### src/xed_pkg.sv
`timescale 1ns / 1ps
// Package for the XML entity decoder: word types, group type, constants.
// No dependencies; used by every module of the decoder.
package xed_pkg;

    localparam int MAX_ENTITY_BODY_DEF  = 16;
    localparam int MAX_OUTPUT_LIMIT_DEF = 4096;

    localparam int          CFG_W     = 13;
    localparam logic [12:0] CFG_RESET = 13'd4096;
    localparam logic        REG_MAX_OUTPUT_LENGTH = 1'b0;

    localparam int GROUP_DEPTH = 4;

    localparam logic [20:0] CODE_MAX  = 21'h10ffff;
    localparam logic [20:0] SURR_LO   = 21'h00d800;
    localparam logic [20:0] SURR_HI   = 21'h00dfff;
    localparam logic [20:0] CTRL_TOP  = 21'h000020;
    localparam logic [20:0] ONE_MAX   = 21'h00007f;
    localparam logic [20:0] TWO_MAX   = 21'h0007ff;
    localparam logic [20:0] THREE_MAX = 21'h00ffff;

    localparam logic [7:0] LEAD2 = 8'hc0;
    localparam logic [7:0] LEAD3 = 8'he0;
    localparam logic [7:0] LEAD4 = 8'hf0;
    localparam logic [7:0] CONT  = 8'h80;
    localparam logic [5:0] CONT_MASK = 6'h3f;

    localparam logic [7:0] CH_AMP  = 8'h26;
    localparam logic [7:0] CH_SEMI = 8'h3b;
    localparam logic [7:0] CH_LT   = 8'h3c;
    localparam logic [7:0] CH_HASH = 8'h23;
    localparam logic [7:0] CH_X_LO = 8'h78;
    localparam logic [7:0] CH_X_UP = 8'h58;
    localparam logic [7:0] CH_0    = 8'h30;
    localparam logic [7:0] CH_9    = 8'h39;
    localparam logic [7:0] CH_A_LO = 8'h61;
    localparam logic [7:0] CH_F_LO = 8'h66;
    localparam logic [7:0] CH_A_UP = 8'h41;
    localparam logic [7:0] CH_F_UP = 8'h46;
    localparam logic [7:0] CH_TAB  = 8'h09;
    localparam logic [7:0] CH_LF   = 8'h0a;
    localparam logic [7:0] CH_CR   = 8'h0d;

    localparam logic [31:0] ENT_AMP  = 32'h00616d70;
    localparam logic [31:0] ENT_LT   = 32'h00006c74;
    localparam logic [31:0] ENT_GT   = 32'h00006774;
    localparam logic [31:0] ENT_QUOT = 32'h71756f74;
    localparam logic [31:0] ENT_APOS = 32'h61706f73;

    localparam logic [7:0] CP_AMP  = 8'h26;
    localparam logic [7:0] CP_LT   = 8'h3c;
    localparam logic [7:0] CP_GT   = 8'h3e;
    localparam logic [7:0] CP_QUOT = 8'h22;
    localparam logic [7:0] CP_APOS = 8'h27;

    typedef struct packed {
        logic [7:0] in_byte;
        logic       byte_present;
        logic       string_end;
    } t_in_word;

    typedef struct packed {
        logic [7:0] out_byte;
        logic       byte_valid;
        logic       run_last;
        logic       string_done;
        logic       failed;
    } t_out_word;

    // results of one input word: count 0 with done set is a bare end marker
    typedef struct packed {
        logic [3:0][7:0] bytes;
        logic [2:0]      count;
        logic            done;
        logic            failed;
    } t_group;

endpackage

### src/xed_front.sv
`timescale 1ns / 1ps
// Front end: accepts input words, tracks entity/string state, forms result groups.
// Depends on xed_pkg.
module xed_front #(
    parameter int MAX_ENTITY_BODY  = xed_pkg::MAX_ENTITY_BODY_DEF,
    parameter int MAX_OUTPUT_LIMIT = xed_pkg::MAX_OUTPUT_LIMIT_DEF
) (
    input  logic                         i_clk,
    input  logic                         i_rst_n,
    input  logic                         i_push,
    input  xed_pkg::t_in_word            i_word,
    input  logic                         i_full,
    input  logic [xed_pkg::CFG_W-1:0]    i_max_len,
    output logic                         o_grp_push,
    output xed_pkg::t_group              o_grp
);

    localparam int BL_W  = $clog2(MAX_ENTITY_BODY + 1);
    localparam int CNT_W = $clog2(MAX_OUTPUT_LIMIT + 1);
    localparam int CMP_W = ((CNT_W > xed_pkg::CFG_W) ? CNT_W : xed_pkg::CFG_W) + 1;

    logic            r_in_ent,  n_in_ent;
    logic [BL_W-1:0] r_bl,      n_bl;
    logic [31:0]     r_head,    n_head;
    logic            r_is_hex,  n_is_hex;
    logic [20:0]     r_code,    n_code;
    logic            r_num_bad, n_num_bad;
    logic [CNT_W-1:0] r_count,  n_count;
    logic            r_err,     n_err;

    logic [7:0]       b;
    logic             take;
    logic [CMP_W-1:0] lim, cnt_ext;
    logic             plain_fit;

    logic             dig_dec, dig_lo, dig_up, dig_ok;
    logic [3:0]       dig_val;
    logic [24:0]      mul, nv;
    logic             nv_over;

    logic [7:0]       head_first;
    logic             is_name, is_num, known;
    logic [20:0]      cp;
    logic             cp_bad;
    logic [3:0][7:0]  utf;
    logic [2:0]       utf_len;
    logic             close_fit, close_ok;

    assign b    = i_word.in_byte;
    assign take = i_push & ~i_full;

    assign lim = (CMP_W'(i_max_len) > CMP_W'(MAX_OUTPUT_LIMIT))
               ? CMP_W'(MAX_OUTPUT_LIMIT) : CMP_W'(i_max_len);
    assign cnt_ext   = CMP_W'(r_count);
    assign plain_fit = (cnt_ext + CMP_W'(1)) < lim;

    assign dig_dec = (b >= xed_pkg::CH_0) && (b <= xed_pkg::CH_9);
    assign dig_lo  = r_is_hex && (b >= xed_pkg::CH_A_LO) && (b <= xed_pkg::CH_F_LO);
    assign dig_up  = r_is_hex && (b >= xed_pkg::CH_A_UP) && (b <= xed_pkg::CH_F_UP);
    assign dig_ok  = dig_dec | dig_lo | dig_up;

    always_comb begin
        if (dig_dec) begin
            dig_val = 4'(b - xed_pkg::CH_0);
        end else if (dig_lo) begin
            dig_val = 4'(b - xed_pkg::CH_A_LO + 8'd10);
        end else begin
            dig_val = 4'(b - xed_pkg::CH_A_UP + 8'd10);
        end
    end

    assign mul = r_is_hex ? {r_code, 4'b0000}
                          : ({1'b0, r_code, 3'b000} + {3'b000, r_code, 1'b0});
    assign nv      = mul + 25'(dig_val);
    assign nv_over = nv > 25'(xed_pkg::CODE_MAX);

    always_comb begin
        if (r_bl >= BL_W'(4)) begin
            head_first = r_head[31:24];
        end else if (r_bl == BL_W'(3)) begin
            head_first = r_head[23:16];
        end else if (r_bl == BL_W'(2)) begin
            head_first = r_head[15:8];
        end else begin
            head_first = r_head[7:0];
        end
    end

    always_comb begin
        is_name = 1'b1;
        cp      = r_code;
        if (r_bl == BL_W'(3) && r_head == xed_pkg::ENT_AMP) begin
            cp = 21'(xed_pkg::CP_AMP);
        end else if (r_bl == BL_W'(2) && r_head == xed_pkg::ENT_LT) begin
            cp = 21'(xed_pkg::CP_LT);
        end else if (r_bl == BL_W'(2) && r_head == xed_pkg::ENT_GT) begin
            cp = 21'(xed_pkg::CP_GT);
        end else if (r_bl == BL_W'(4) && r_head == xed_pkg::ENT_QUOT) begin
            cp = 21'(xed_pkg::CP_QUOT);
        end else if (r_bl == BL_W'(4) && r_head == xed_pkg::ENT_APOS) begin
            cp = 21'(xed_pkg::CP_APOS);
        end else begin
            is_name = 1'b0;
        end
    end

    assign is_num = (r_bl >= BL_W'(2)) && (head_first == xed_pkg::CH_HASH)
                  && !(r_is_hex && r_bl == BL_W'(2)) && !r_num_bad;
    assign known  = (r_bl != '0) && (is_name || is_num);

    assign cp_bad = ((cp < xed_pkg::CTRL_TOP) && (cp != 21'(xed_pkg::CH_TAB))
                     && (cp != 21'(xed_pkg::CH_LF)) && (cp != 21'(xed_pkg::CH_CR)))
                  || ((cp >= xed_pkg::SURR_LO) && (cp <= xed_pkg::SURR_HI))
                  || (cp > xed_pkg::CODE_MAX);

    always_comb begin
        utf = '0;
        if (cp <= xed_pkg::ONE_MAX) begin
            utf[0]  = cp[7:0];
            utf_len = 3'd1;
        end else if (cp <= xed_pkg::TWO_MAX) begin
            utf[0]  = xed_pkg::LEAD2 | {3'b000, cp[10:6]};
            utf[1]  = xed_pkg::CONT | {2'b00, cp[5:0] & xed_pkg::CONT_MASK};
            utf_len = 3'd2;
        end else if (cp <= xed_pkg::THREE_MAX) begin
            utf[0]  = xed_pkg::LEAD3 | {4'b0000, cp[15:12]};
            utf[1]  = xed_pkg::CONT | {2'b00, cp[11:6]};
            utf[2]  = xed_pkg::CONT | {2'b00, cp[5:0]};
            utf_len = 3'd3;
        end else begin
            utf[0]  = xed_pkg::LEAD4 | {5'b00000, cp[20:18]};
            utf[1]  = xed_pkg::CONT | {2'b00, cp[17:12]};
            utf[2]  = xed_pkg::CONT | {2'b00, cp[11:6]};
            utf[3]  = xed_pkg::CONT | {2'b00, cp[5:0]};
            utf_len = 3'd4;
        end
    end

    assign close_fit = (cnt_ext + CMP_W'(utf_len)) < lim;
    assign close_ok  = known && !cp_bad && close_fit;

    always_comb begin
        n_in_ent   = r_in_ent;
        n_bl       = r_bl;
        n_head     = r_head;
        n_is_hex   = r_is_hex;
        n_code     = r_code;
        n_num_bad  = r_num_bad;
        n_count    = r_count;
        n_err      = r_err;
        o_grp      = '0;
        o_grp_push = 1'b0;
        if (take) begin
            if (i_word.byte_present && !r_err) begin
                if (r_in_ent) begin
                    if (b == xed_pkg::CH_SEMI) begin
                        n_in_ent = 1'b0;
                        if (close_ok) begin
                            o_grp.bytes = utf;
                            o_grp.count = utf_len;
                            n_count     = r_count + CNT_W'(utf_len);
                        end else begin
                            n_err = 1'b1;
                        end
                    end else if (r_bl >= BL_W'(MAX_ENTITY_BODY)) begin
                        n_err = 1'b1;
                    end else begin
                        if (r_bl < BL_W'(4)) begin
                            n_head = {r_head[23:0], b};
                        end
                        if (r_bl == BL_W'(1) && (b == xed_pkg::CH_X_LO || b == xed_pkg::CH_X_UP)) begin
                            n_is_hex = 1'b1;
                        end else if (r_bl >= BL_W'(1)) begin
                            if (!dig_ok) begin
                                n_num_bad = 1'b1;
                            end else if (!r_num_bad) begin
                                if (nv_over) begin
                                    n_num_bad = 1'b1;
                                end else begin
                                    n_code = nv[20:0];
                                end
                            end
                        end
                        n_bl = r_bl + BL_W'(1);
                    end
                end else if (b == xed_pkg::CH_AMP) begin
                    n_in_ent  = 1'b1;
                    n_bl      = '0;
                    n_head    = '0;
                    n_is_hex  = 1'b0;
                    n_code    = '0;
                    n_num_bad = 1'b0;
                end else if (b == xed_pkg::CH_LT || !plain_fit) begin
                    n_err = 1'b1;
                end else begin
                    o_grp.bytes[0] = b;
                    o_grp.count    = 3'd1;
                    n_count        = r_count + CNT_W'(1);
                end
            end
            if (i_word.string_end) begin
                o_grp.done   = 1'b1;
                o_grp.failed = n_err | n_in_ent;
                n_in_ent     = 1'b0;
                n_bl         = '0;
                n_head       = '0;
                n_is_hex     = 1'b0;
                n_code       = '0;
                n_num_bad    = 1'b0;
                n_count      = '0;
                n_err        = 1'b0;
            end
            o_grp_push = (o_grp.count != 3'd0) || i_word.string_end;
        end
    end

    always_ff @(posedge i_clk) begin
        if (!i_rst_n) begin
            r_in_ent  <= 1'b0;
            r_bl      <= '0;
            r_head    <= '0;
            r_is_hex  <= 1'b0;
            r_code    <= '0;
            r_num_bad <= 1'b0;
            r_count   <= '0;
            r_err     <= 1'b0;
        end else begin
            r_in_ent  <= n_in_ent;
            r_bl      <= n_bl;
            r_head    <= n_head;
            r_is_hex  <= n_is_hex;
            r_code    <= n_code;
            r_num_bad <= n_num_bad;
            r_count   <= n_count;
            r_err     <= n_err;
        end
    end

endmodule

### src/xed_fifo.sv
`timescale 1ns / 1ps
// Short queue of result groups between front and back end.
// Depends on xed_pkg.
module xed_fifo (
    input  logic            i_clk,
    input  logic            i_rst_n,
    input  logic            i_push,
    input  xed_pkg::t_group i_grp,
    input  logic            i_pop,
    output xed_pkg::t_group o_grp,
    output logic            o_full,
    output logic            o_empty
);

    localparam int PTR_W = $clog2(xed_pkg::GROUP_DEPTH);
    localparam int CNT_W = $clog2(xed_pkg::GROUP_DEPTH + 1);

    xed_pkg::t_group  r_mem [xed_pkg::GROUP_DEPTH];
    logic [PTR_W-1:0] r_wr, r_rd;
    logic [CNT_W-1:0] r_cnt, n_cnt;
    logic             do_push, do_pop;

    assign o_full  = r_cnt == CNT_W'(xed_pkg::GROUP_DEPTH);
    assign o_empty = r_cnt == '0;
    assign o_grp   = r_mem[r_rd];
    assign do_push = i_push & ~o_full;
    assign do_pop  = i_pop & ~o_empty;

    always_comb begin
        n_cnt = r_cnt;
        if (do_push && !do_pop) begin
            n_cnt = r_cnt + CNT_W'(1);
        end else if (do_pop && !do_push) begin
            n_cnt = r_cnt - CNT_W'(1);
        end
    end

    always_ff @(posedge i_clk) begin
        if (do_push) begin
            r_mem[r_wr] <= i_grp;
        end
    end

    always_ff @(posedge i_clk) begin
        if (!i_rst_n) begin
            r_wr  <= '0;
            r_rd  <= '0;
            r_cnt <= '0;
        end else begin
            r_cnt <= n_cnt;
            if (do_push) begin
                r_wr <= r_wr + PTR_W'(1);
            end
            if (do_pop) begin
                r_rd <= r_rd + PTR_W'(1);
            end
        end
    end

endmodule

### src/xed_back.sv
`timescale 1ns / 1ps
// Back end: serializes result groups into single output words, output register.
// Depends on xed_pkg.
module xed_back (
    input  logic              i_clk,
    input  logic              i_rst_n,
    input  xed_pkg::t_group   i_grp,
    input  logic              i_grp_empty,
    output logic              o_grp_pop,
    input  logic              i_pop,
    output logic              o_empty,
    output xed_pkg::t_out_word o_word
);

    logic               r_valid;
    logic [1:0]         r_idx;
    xed_pkg::t_out_word r_word, n_word;
    logic [1:0]         last_idx;
    logic               is_last, load;

    assign last_idx = (i_grp.count == 3'd0) ? 2'd0 : 2'(i_grp.count - 3'd1);
    assign is_last  = r_idx == last_idx;
    assign load     = !i_grp_empty && (!r_valid || i_pop);
    assign o_grp_pop = load && is_last;

    always_comb begin
        n_word.byte_valid  = i_grp.count != 3'd0;
        n_word.out_byte    = n_word.byte_valid ? i_grp.bytes[r_idx] : 8'd0;
        n_word.run_last    = is_last;
        n_word.string_done = is_last & i_grp.done;
        n_word.failed      = is_last & i_grp.done & i_grp.failed;
    end

    always_ff @(posedge i_clk) begin
        if (load) begin
            r_word <= n_word;
        end
    end

    always_ff @(posedge i_clk) begin
        if (!i_rst_n) begin
            r_valid <= 1'b0;
            r_idx   <= '0;
        end else begin
            if (load) begin
                r_valid <= 1'b1;
                r_idx   <= is_last ? 2'd0 : r_idx + 2'd1;
            end else if (i_pop) begin
                r_valid <= 1'b0;
            end
        end
    end

    assign o_empty = ~r_valid;
    assign o_word  = r_word;

endmodule

### src/xml_entity_decoder_utf8.sv
`timescale 1ns / 1ps
// XML attribute entity decoder with UTF-8 output; top level with config port.
// Path: an accepted word's results go through the group queue to the output register.
// Throughput: one input word per cycle while not full; one result per cycle while
// popped, so an entity of k UTF-8 bytes gives k results, absorbed by a 4-group queue.
// Reset: synchronous, active low; clears all control state, max_output_length to 4096.
// Depends on xed_pkg, xed_front, xed_fifo, xed_back.
module xml_entity_decoder_utf8 #(
    parameter int MAX_ENTITY_BODY  = xed_pkg::MAX_ENTITY_BODY_DEF,
    parameter int MAX_OUTPUT_LIMIT = xed_pkg::MAX_OUTPUT_LIMIT_DEF
) (
    input  logic               i_clk,
    input  logic               i_rst_n,
    input  logic               push,
    output logic               full,
    input  xed_pkg::t_in_word  i_data,
    output logic               empty,
    input  logic               pop,
    output xed_pkg::t_out_word o_data,
    input  logic               psel,
    input  logic               penable,
    input  logic               pwrite,
    input  logic [2:0]         paddr,
    input  logic [31:0]        pwdata,
    output logic [31:0]        prdata,
    output logic               pready
);

    logic [xed_pkg::CFG_W-1:0] r_max_len;
    logic                      w_grp_push, w_grp_pop, w_fifo_full, w_fifo_empty;
    xed_pkg::t_group           w_grp_in, w_grp_out;

    assign pready = 1'b1;
    assign prdata = (paddr[2] == xed_pkg::REG_MAX_OUTPUT_LENGTH)
                  ? 32'(r_max_len) : 32'd0;

    always_ff @(posedge i_clk) begin
        if (!i_rst_n) begin
            r_max_len <= xed_pkg::CFG_RESET;
        end else if (psel && penable && pwrite && pready
                     && paddr[2] == xed_pkg::REG_MAX_OUTPUT_LENGTH) begin
            r_max_len <= pwdata[xed_pkg::CFG_W-1:0];
        end
    end

    assign full = w_fifo_full;

    xed_front #(
        .MAX_ENTITY_BODY  (MAX_ENTITY_BODY),
        .MAX_OUTPUT_LIMIT (MAX_OUTPUT_LIMIT)
    ) u_front (
        .i_clk      (i_clk),
        .i_rst_n    (i_rst_n),
        .i_push     (push),
        .i_word     (i_data),
        .i_full     (w_fifo_full),
        .i_max_len  (r_max_len),
        .o_grp_push (w_grp_push),
        .o_grp      (w_grp_in)
    );

    xed_fifo u_fifo (
        .i_clk   (i_clk),
        .i_rst_n (i_rst_n),
        .i_push  (w_grp_push),
        .i_grp   (w_grp_in),
        .i_pop   (w_grp_pop),
        .o_grp   (w_grp_out),
        .o_full  (w_fifo_full),
        .o_empty (w_fifo_empty)
    );

    xed_back u_back (
        .i_clk       (i_clk),
        .i_rst_n     (i_rst_n),
        .i_grp       (w_grp_out),
        .i_grp_empty (w_fifo_empty),
        .o_grp_pop   (w_grp_pop),
        .i_pop       (pop),
        .o_empty     (empty),
        .o_word      (o_data)
    );

    a_no_push_when_full: assert property (@(posedge i_clk) disable iff (!i_rst_n)
        w_fifo_full |-> !w_grp_push)
        else $error("group pushed into full queue");

    a_bare_word_is_end: assert property (@(posedge i_clk) disable iff (!i_rst_n)
        (!empty && !o_data.byte_valid) |-> (o_data.string_done && o_data.run_last))
        else $error("result without data byte is not a string end");

    a_fail_needs_done: assert property (@(posedge i_clk) disable iff (!i_rst_n)
        (!empty && o_data.failed) |-> o_data.string_done)
        else $error("failed set without string_done");

    a_done_is_last: assert property (@(posedge i_clk) disable iff (!i_rst_n)
        (!empty && o_data.string_done) |-> o_data.run_last)
        else $error("string_done on a non-final result");

endmodule

### config.mk
export PLATFORM = sky130hd
export DESIGN_NAME = xml_entity_decoder_utf8
export DESIGN_NICKNAME = d
export VERILOG_FILES = /design/src/xed_pkg.sv /design/src/xed_front.sv /design/src/xed_fifo.sv /design/src/xed_back.sv /design/src/xml_entity_decoder_utf8.sv
export SDC_FILE = /design/constraint.sdc
export NUM_CORES = 1
export LEC_CHECK = 0
export BUFFER_PORTS_ARGS = -buffer_cell sky130_fd_sc_hd__buf_2
export CAP_MARGIN = 20
export CORE_MARGIN = 2
export CORE_UTILIZATION = 60
export CTS_CLUSTER_SIZE = 24
export DETAILED_ROUTE_END_ITERATION = 7
export PLACE_DENSITY_LB_ADDON = 0.2
export SYNTH_ARGS = -nofsm -noshare
export SYNTH_HDL_FRONTEND = slang
export SYNTH_SLANG_ARGS = --single-unit
### constraint.sdc
create_clock -name i_clk -period 15.6 [get_ports i_clk]
set_input_delay 2.34 -clock i_clk [delete_from_list [all_inputs] [get_ports i_clk]]
set_output_delay 2.34 -clock i_clk [all_outputs]
set_load 0.02 [all_outputs]
; After elaboration in Yosys (flattened, before gate mapping)
; Memories as Yosys holds them, arrays and structs flattened. A register that Yosys moved wholly into a read port is not among the register bits.
; Index checks and enable logic that the tools add are counted.
; W data, S select, Z words.
[op_classes]
n_addsub = 18
magnitude_cmp = 23
eq_ne = 33
mux = 113
bitwise = 12
reduce_logical = 61
[ops]
columns = cell, count
row1 = $mux W21, 16
row2 = $mux W32, 7
row3 = $mux W35, 4
row4 = $mux W13, 9
row5 = $eq A32 B15 Y1 const B, 2
row6 = $eq A32 B31 Y1 const B, 2
row7 = $ne A21 B4 Y1 const B, 3
row8 = $mux W24, 2
row9 = $mux W8, 6
row10 = $le A21 B16 Y1 const B, 2
row11 = $mux W1, 42
row12 = $mux W37, 1
row13 = $mux W11, 3
row14 = $ne A3 B3 Y1 const B, 11
row15 = $eq A32 B23 Y1 const B, 1
row16 = $eq A8 B6 Y1 const B, 4
row17 = $mux W16, 2
row18 = $logic_and A1 B1 Y1, 30
row19 = $mux W5, 6
row20 = $lt A14 B14 Y1, 2
row21 = $add A24 B22 Y25, 1
row22 = $add A25 B4 Y25, 1
row23 = $gt A25 B21 Y1 const B, 1
row24 = $mux W25, 1
row25 = 52 further kinds, 101
[word_totals]
reg_bits = 110
ram_bits = 148
inputBits = 52
out_inout_bits = 47
elab_cells = 280
n_memories = 1
[mem_list]
columns = name, depth, width, rd, rd_ports_with_merged_regs, wr, line
row1 = u_fifo.r_mem, 4, 37, 1, 1, 1, xed_fifo.sv:18  ; xed_pkg::t_group r_mem [xed_pkg::GROUP_DEPTH];

; Longest topological paths before layout
; Gate-level depths: netlist (run 1).
[depth]
word_depth = 29
depth_mapped = 29
ltp_nobuf = 28

; Hierarchy
; Synthesis (run 1) repeated with hierarchy kept, for this count alone.
[unflattened]
hier_cells = 1455
hier_area_um2 = 15461.1
[modules_own_cells]
columns = module, instances, cells_each, area_each_um2, seq_area_each_um2
row1 = xed_front, 1, 1053, 7866.3, 1501.4
row2 = xed_fifo, 1, 241, 5863.1, 4624.4
row3 = xed_back, 1, 67, 934.6, 420.4
row4 = xml_entity_decoder_utf8, 1, 94, 797.0, 260.2

; Least setup slack after synthesis (run 1)
; No wires, ideal clock.
[synth_timing]
path_type = input -> register
from = input i_data[2] in the netlist's numbering
to = register u_front.r_code[10]
setup_ps = 117
t_arrival_ps = 6064
required_time_ps = 15483
slack_ps = 9419
path_stages = 22
n_path_buf = 3
cell_sequence = inv_1 > ha_1 > nor2_1 > o21ai_0 > and3_1 > clkbuf_1 > nand2b_1 > xnor2_1 > inv_1 > fa_1 > nor2b_1 > o21bai_1 > nor2_1 > nand4_1 > nand4b_1 > or2_1 > o31a_1 > a21o_1 > and4_4 > buf_12 > buf_12 > a22o_1
[synth_via]
elab_chain_len = 16
elab_cells_between_ends = 44
cone_classes = add/sub: 6 / order compare: 7 / eq/ne: 8 / mux: 12 / bitwise: 2 / reduce/logical: 9
[synth_lines]
columns = element, line
row1 = "start, declared", xml_entity_decoder_utf8.sv:16  ; input xed_pkg::t_in_word i_data,
row2 = branches (longest 16 deep; another with $add A25 B4 Y25), -
row3 = "end signal, assigned", xed_front.sv:232  ; r_code <= n_code;
row4 = "end, declared", xed_front.sv:26  ; logic [20:0] r_code, n_code;
; Several ways; the timed one is not identified. The select of a mux whose other input is x is not followed.
; A chain may end at the register's enable or synchronous reset.

; Worst setup path in the final report (run 1)
[layout_timing]
from = register u_front.r_bl[0]
to = register u_fifo.r_cnt[2]
[layout_via]
elab_chain_len = 28
elab_cells_between_ends = 70
cone_classes = add/sub: 1 / order compare: 10 / eq/ne: 7 / mux: 23 / bitwise: 1 / reduce/logical: 28
[layout_lines]
columns = element, line
row1 = "start, declared", xed_front.sv:23  ; logic [BL_W-1:0] r_bl, n_bl;
row2 = "start signal, assigned", xed_front.sv:229  ; r_bl <= n_bl;
row3 = branches (longest 16 deep; another with $le A21 B16 Y1), -
row4 = $mux W35 *, xed_front.sv:158  ; if (close_ok) begin
row5 = $mux W35 *, xed_front.sv:156  ; if (b == xed_pkg::CH_SEMI) begin
row6 = $mux W11 *, xed_front.sv:155  ; if (r_in_ent) begin
row7 = $mux W35 *, xed_front.sv:154  ; if (i_word.byte_present && !r_err) begin
row8 = $mux W35 *, xed_front.sv:153  ; if (take) begin
row9 = $reduce_bool A3 Y1 *, xed_front.sv:213  ; o_grp_push = (o_grp.count != 3'd0) || i_word.string_end;
row10 = $logic_or A1 B1 Y1 *, xed_front.sv:213
row11 = $mux W1 *, xed_front.sv:153
row12 = $and A1 B1 Y1 *, xed_fifo.sv:26  ; assign do_push = i_push & ~o_full;
row13 = net u_fifo.do_push, xed_fifo.sv:21  ; logic do_push, do_pop;
row14 = $logic_not A1 Y1, xed_fifo.sv:33  ; end else if (do_pop && !do_push) begin
row15 = $logic_and A1 B1 Y1, xed_fifo.sv:33
row16 = $reduce_bool A2 Y1 (no source line), -
row17 = "end signal, assigned", xed_fifo.sv:50  ; r_cnt <= n_cnt;
row18 = "end, declared", xed_fifo.sv:20  ; logic [CNT_W-1:0] r_cnt, n_cnt;
; Mark *: on every way through the listed nets, which the timed path passes. The select of a mux whose other input is x is not followed.

==> out/results.txt, run 1 <==
Fin cells: 1739
Max_cap viols: 0
Overall die height: 158 microns
CP required: 16.06 ns
Clk_skew: 0.0245 ns
DRC Markers: 0
Mapped cell area: 0.0142 sq mm
CTS root buf: clkbuf_16
Pins Over Slew Limit: 0
RSZ-0062 raised after global routing: no
Final setup fails: 0
Dpl hpwl: 22500 microns
Post CTS Setup Buffer Count: 0
Crit share post-route: 50.5%
Arr. time, crit path: 8.33 ns
Placer Congestion: 0.895
Clk_lat worst skew: 0.54 ns
Seq/Total Area, Yosys: 44.4%
Cells after Synth: 1370
HP Class: reg2reg
Crit path top cell by count: ha_1
Most common cell in the netlist: edfxtp_1
CP max stage delay: 0.62 ns
Max FO, Critical Path: 24
GR Overflow Total: 0
Core Region: 0.0234 sq mm
Num CTS Buffers: 26
Crit path time final: 7.88 ns
First-pass GRT wire length: 53100 microns
Ys async rst share: 0%
GRT Resource Usage Total: 26.6%
Buffers & Inverters on Critical Path: 4
Final WL: 32900 microns
Initial antenna violation count: 0
Largest cells by area after synthesis: edfxtp_1, dfxtp_1, mux4_2
Slowest-stage cell, CP: a41oi_1
Critical path capture point type: register
I/O Buffers: 57
Drt initial violations: 931
CTS tree: done
Clock-pin slew on the worst setup and hold paths: 0.06 ns
Placed insts: 1691
CTS Hold Bufs: 0
Top cell type's share of synthesized area: 30.3%
Die area: 0.0250 sq mm
Maximum vdd drop: 0.0895 mV
Via-to-Cell Ratio: 6.13
Static leakage: 0.00572 uW
Chip width: 158 microns
F_max: 127 MHz
Cell Rows: 56
Max transition margin: 27.1%
Initial Utilization: 60.9%
Layout cells sized above 1: 13.7%
Synth-to-layout area growth: 9.24%
CP delay by family, top: compound AO/OA/AOI/OAI gates
Startpoint types: register
Endpoints failing hold: 0
Number of diodes: 0
H-tree depth reported by CTS: 1
Worst-margin pin slew: 1.08 ns
Clock Sinks: 244
TNS Setup: 0 ns
Synth Flop Type: edfxtp_1
Largest net degree at the start of global routing: 65
Leading area contributor after synthesis: edfxtp_1
Antenna Violating Nets Remaining: 0
Worst setup path class: reg2reg
Syn Area/Cell: 10.4 sq um
Status: completed
Synthesis Warnings: 0
Drt first pass iters: 5
Post-CTS sizing: 0
PwrDens: 113 mW/mm^2
Routed WL per cell: 18.9 microns
# IOs: 99
Seq cells post-synth: 244
Yosys cell types: 97
Number of synthesized flops with an enable pin: 144
Commonest cells post-synth: edfxtp_1, nand2_1, dfxtp_1
Vias in the first global route: 10204
Via total after detailed routing: 10663
Max clock buf depth: 3
# nets final: 1522
## placed cells by master (no fill, tap or decap), types with 38 or more instances in the layout
cell type    n
buf_2       57
nand2_1    138
ha_1        65
mux4_2      40
nand3_1     57
xnor2_1     38
o21ai_0     40
nor2_1      89
a21oi_1     68
a21boi_0    50
edfxtp_1   144
dfxtp_1     99
## layer usage
layer	global-route usage, %	vias up	routed length, microns
met5	0	-	0
met4	6.05	0	556
met3	2.98	47	1800
met2	44.9	340	15700
met1	37.2	5142	14900
li1	-	5134	-
## stage by stage
stage                     hold WS [ns]  total power (uW)  area, sq um  util, %  setup slack (ns)
after detailed placement         0.468              1130        14700     62.7              7.87
after floorplan                  0.449              1050        14300        -              9.42
final                            0.479              1750        15600     66.5              7.72
after CTS                        0.481              1770        15600     66.5              7.83
after global placement           0.466              1120        14700     62.7              8.01
after global routing             0.504              1830        15600     66.5              7.31
## registers in the layout, indices dropped and copies added (netlist names), named ones only
register	count
u_fifo.r_rd	2
u_front.r_in_ent	1
u_front.r_num_bad	1
u_front.r_err	1
u_fifo.r_wr	2
u_front.r_code	21
r_max_len	13
u_front.r_count	13
u_back.r_valid	1
u_back.r_idx	2
u_front.r_is_hex	1
u_front.r_bl	5
u_fifo.r_cnt	3
u_back.o_word	12
u_front.r_head	32
u_fifo.r_mem	132
## cell type report
class | count | area [sq um]
fill | 1860 | 7840
tap | 319 | 399
clock buffer | 33 | 697
inverter | 37 | 139
sequential | 244 | 6330
clock inverter | 15 | 193
timing repair buffer | 73 | 405
multi-input combinational | 1018 | 7410
## kinds of logic after synthesis
group | Yosys count | synth area share (%)
compound gates | 310 | 15.3
other cells | 2 | 0.0527
fa+ha+maj | 70 | 6.41
simple gates | 506 | 18.8
flops | 244 | 44.4
xor+xnor | 63 | 3.87
buf+inv | 126 | 4.22
mux | 49 | 6.97
## worst register-to-register path: cells and delay by family, from the launching register on
kind | cells | cell delay [ns]
fa+ha+maj | 5 | 1.51
simple gates | 8 | 1.96
xor+xnor | 2 | 0.36
compound gates | 10 | 2.50
buf+inv | 4 | 1.05
flops | 1 | 0.41
## worst paths after layout
| kind | from | to | slack (ns) | cells after the start |
|---|---|---|---|---|
| setup / recovery | u_front.r_bl[0] | u_fifo.r_cnt[2] | 7.72 | 29 |
| hold / removal | r_max_len[5] | r_max_len[5] | 0.48 | 2 |
| setup reg to reg | u_front.r_bl[0] | u_fifo.r_cnt[2] | 7.72 | 29 |
| hold reg to reg | r_max_len[5] | r_max_len[5] | 0.48 | 2 |
## power breakdown
| part | switching [uW] | internal (uW) | total [uW] |
|---|---|---|---|
| registers | 26.6 | 755 | 781 |
| logic | 192 | 146 | 338 |
| clock network | 252 | 383 | 635 |
| total | 470 | 1280 | 1750 |
(Power assumes the default switching activity.)
==> run 2, diff against run 1 <==
--- a/config.mk
+++ b/config.mk
@@ -8,7 +8,7 @@
 export BUFFER_PORTS_ARGS = -buffer_cell sky130_fd_sc_hd__buf_2
 export CAP_MARGIN = 20
 export CORE_MARGIN = 2
-export CORE_UTILIZATION = 60
+export CORE_UTILIZATION = 56
 export CTS_CLUSTER_SIZE = 24
 export DETAILED_ROUTE_END_ITERATION = 7
 export PLACE_DENSITY_LB_ADDON = 0.2
==> constraint.sdc (replaced) <==
create_clock -name i_clk -period 7.2 [get_ports i_clk]
set_input_delay 1.08 -clock i_clk [delete_from_list [all_inputs] [get_ports i_clk]]
set_output_delay 1.08 -clock i_clk [all_outputs]
set_load 0.02 [all_outputs]
==> run 2 against run 1 <==
- flip-flop and latch count unchanged
- critical path depth increased by 2
- cell area increased by 0.45%
- cell count increased by 0.75%
- routed wire length increased by 0.97%
- critical path type unchanged
- critical endpoint unchanged
- largest cell class unchanged
==> out/results.txt, run 2 (synthesis results as in run 1) <==
Die area: 0.0267 sq mm (was 0.0250 sq mm)
Post-CTS sizing: 0 (unchanged)
Worst-margin pin slew: 0.973 ns (was 1.08 ns)
Drt first pass iters: 5 (unchanged)
Post CTS Setup Buffer Count: 0 (unchanged)
# IOs: 99 (unchanged)
CP required: 7.65 ns (was 16.06 ns)
Arr. time, crit path: 7.11 ns (was 8.33 ns)
Overall die height: 164 microns (was 158 microns)
PwrDens: 245 mW/mm^2 (was 113 mW/mm^2)
Worst R2R Start: u_front.r_bl[0] (unchanged)
Startpoint types: register (unchanged)
Crit path top cell by count: ha_1 (unchanged)
Clock Sinks: 244 (unchanged)
Flop pwr share: 44.1% (was 44.5%)
Commonest non-fill, non-tap cell in the layout: edfxtp_1 (unchanged)
Slowest-stage cell, CP: dfxtp_1 (was a41oi_1)
Minimum hold slack: 0.481 ns (was 0.479 ns)
Most flop-heavy register: u_fifo.r_mem (unchanged)
Endpoints failing hold: 0 (unchanged)
Commonest cells after routing, fill and taps aside: edfxtp_1, nand2_1, dfxtp_1 (unchanged)
Endpoint, Worst Hold: r_max_len[1] (was r_max_len[5])
HP Class: reg2reg (unchanged)
Regs by FF count: u_fifo.r_mem x132, u_front.r_head x32, u_front.r_code x21 (unchanged)
Worst hold path stage count: 2 (unchanged)
CTS Hold Bufs: 0 (unchanged)
Place WS: 0.596 ns (was 7.87 ns)
Critical path startpoint: u_front.r_bl[0] (unchanged)
Net Sw Power: 1010 uW (was 470 uW)
Core Region: 0.0251 sq mm (was 0.0234 sq mm)
Worst setup path class: reg2reg (unchanged)
Crit share post-route: 92.5% (was 50.5%)
Antenna Violating Nets Remaining: 0 (unchanged)
DRC Markers: 0 (unchanged)
Largest net degree at the start of global routing: 65 (unchanged)
H-tree depth reported by CTS: 1 (unchanged)
Fill cells: 2061 (was 1860)
Critical path capture point type: register (unchanged)
Gate power share: 19.0% (was 19.3%)
GR Overflow Total: 0 (unchanged)
Clk pwr share: 36.9% (was 36.2%)
Clock-pin slew on the worst setup and hold paths: 0.06 ns (about the same)
Synth-to-layout area growth: 9.73% (was 9.24%)
Max transition margin: 34.6% (was 27.1%)
Chip width: 164 microns (was 158 microns)
R2R depth: 31 (was 29)
Worst setup margin: 0.543 ns (was 7.72 ns)
Max_cap viols: 0 (unchanged)
Int Power: 2830 uW (was 1280 uW)
Flop-to-flop setup slack: 0.54 ns (was 7.72 ns)
Initial Utilization: 56.8% (was 60.9%)
CTS root buf: clkbuf_16 (unchanged)
Final WL: 33300 microns (was 32900 microns)
Dpl hpwl: 23200 microns (was 22500 microns)
TNS Setup: 0 ns (unchanged)
F_max: 150 MHz (was 127 MHz)
CTS tree: done (unchanged)
Pins Over Slew Limit: 0 (unchanged)
Status: completed (unchanged)
Placer Congestion: 0.912 (was 0.895)
CP max stage delay: 0.53 ns (was 0.62 ns)
Crit path time final: 6.66 ns (was 7.88 ns)
Number of diodes: 0 (unchanged)
Max clock buf depth: 3 (unchanged)
GRT Resource Usage Total: 25.5% (was 26.6%)
Routed WL per cell: 19.0 microns (was 18.9 microns)
Clk_skew: 0.0145 ns (was 0.0245 ns)
Vias in the first global route: 10356 (was 10204)
Final setup fails: 0 (unchanged)
Cell Rows: 58 (was 56)
Sw frac: 26.3% (was 26.8%)
Min-delay src: r_max_len[1] (was r_max_len[5])
R2R Path End: u_fifo.r_cnt[2] (unchanged)
Clk_lat worst skew: 0.54 ns (about the same)
Via-to-Cell Ratio: 6.11 (was 6.13)
Initial antenna violation count: 0 (unchanged)
First-pass GRT wire length: 54900 microns (was 53100 microns)
# nets final: 1526 (was 1522)
Layout cells sized above 1: 14.1% (was 13.7%)
I/O Buffers: 57 (unchanged)
Drt initial violations: 785 (was 931)
Num CTS Buffers: 25 (was 26)
Maximum vdd drop: 0.337 mV (was 0.0895 mV)
Max FO, Critical Path: 16 (was 24)
Static leakage: 0.00577 uW (was 0.00572 uW)
RSZ-0062 raised after global routing: no (unchanged)
Largest register FFs: 132 (unchanged)
Via total after detailed routing: 10698 (was 10663)
## run 2: through the flow
stage | instance area, sq um | util [%] | total power (uW) | instances
finish | 15600 | 62.3 | 3840 | 1752
global route | 15600 | 62.3 | 4000 | 1752
CTS | 15600 | 62.3 | 3870 | 1752
detailed placement | 14700 | 58.7 | 2450 | 1707
global placement | 14700 | 58.7 | 2430 | 1707
floorplan | 14300 | - | 2270 | 1388
## run 2: area by class of cell
cell class                 instances  area, sq um  share of cell area, %
clock buffer                      30          666                   4.26
clock inverter                    15          238                   1.52
tap                              330          413                   2.64
multi-input combinational       1018         7410                   47.4
sequential                       244         6330                   40.5
timing repair buffer              78          443                   2.83
inverter                          37          139                  0.888
## run 2: critical path, delay by kind of cell (launching register included)
family          cells  cell delay [ns]
buf+inv             6             0.93
simple gates        8             1.59
fa+ha+maj           5             1.43
compound gates     10             1.69
xor+xnor            2             0.37
flops               1             0.53
## run 2: routing by layer
layer | up-vias | wire [microns] | global-route usage, %
met3 | 39 | 1640 | 2.92
met1 | 5240 | 15200 | 35.8
met4 | 0 | 501 | 4.59
met2 | 283 | 16000 | 43.3
met5 | - | 0 | 0
li1 | 5136 | - | -
## run 2: power by group through the flow
stage / combinational, uW / clock [uW] / sequential, uW
after floorplan: 527 / 0 / 1740
after global placement: 716 / 0 / 1710
after detailed placement: 732 / 0 / 1720
after CTS: 739 / 1440 / 1700
after global routing: 805 / 1480 / 1710
final: 729 / 1410 / 1690
## run 2: worst max-delay path by stage
stage                           end  depth (start not counted)
floorplan           u_fifo.r_cnt[2]                         29
finish              u_fifo.r_cnt[2]                         31
detailed placement  u_fifo.r_cnt[2]                         24
global placement    u_fifo.r_cnt[2]                         25
global route        u_fifo.r_cnt[2]                         28
CTS                 u_fifo.r_cnt[2]                         24
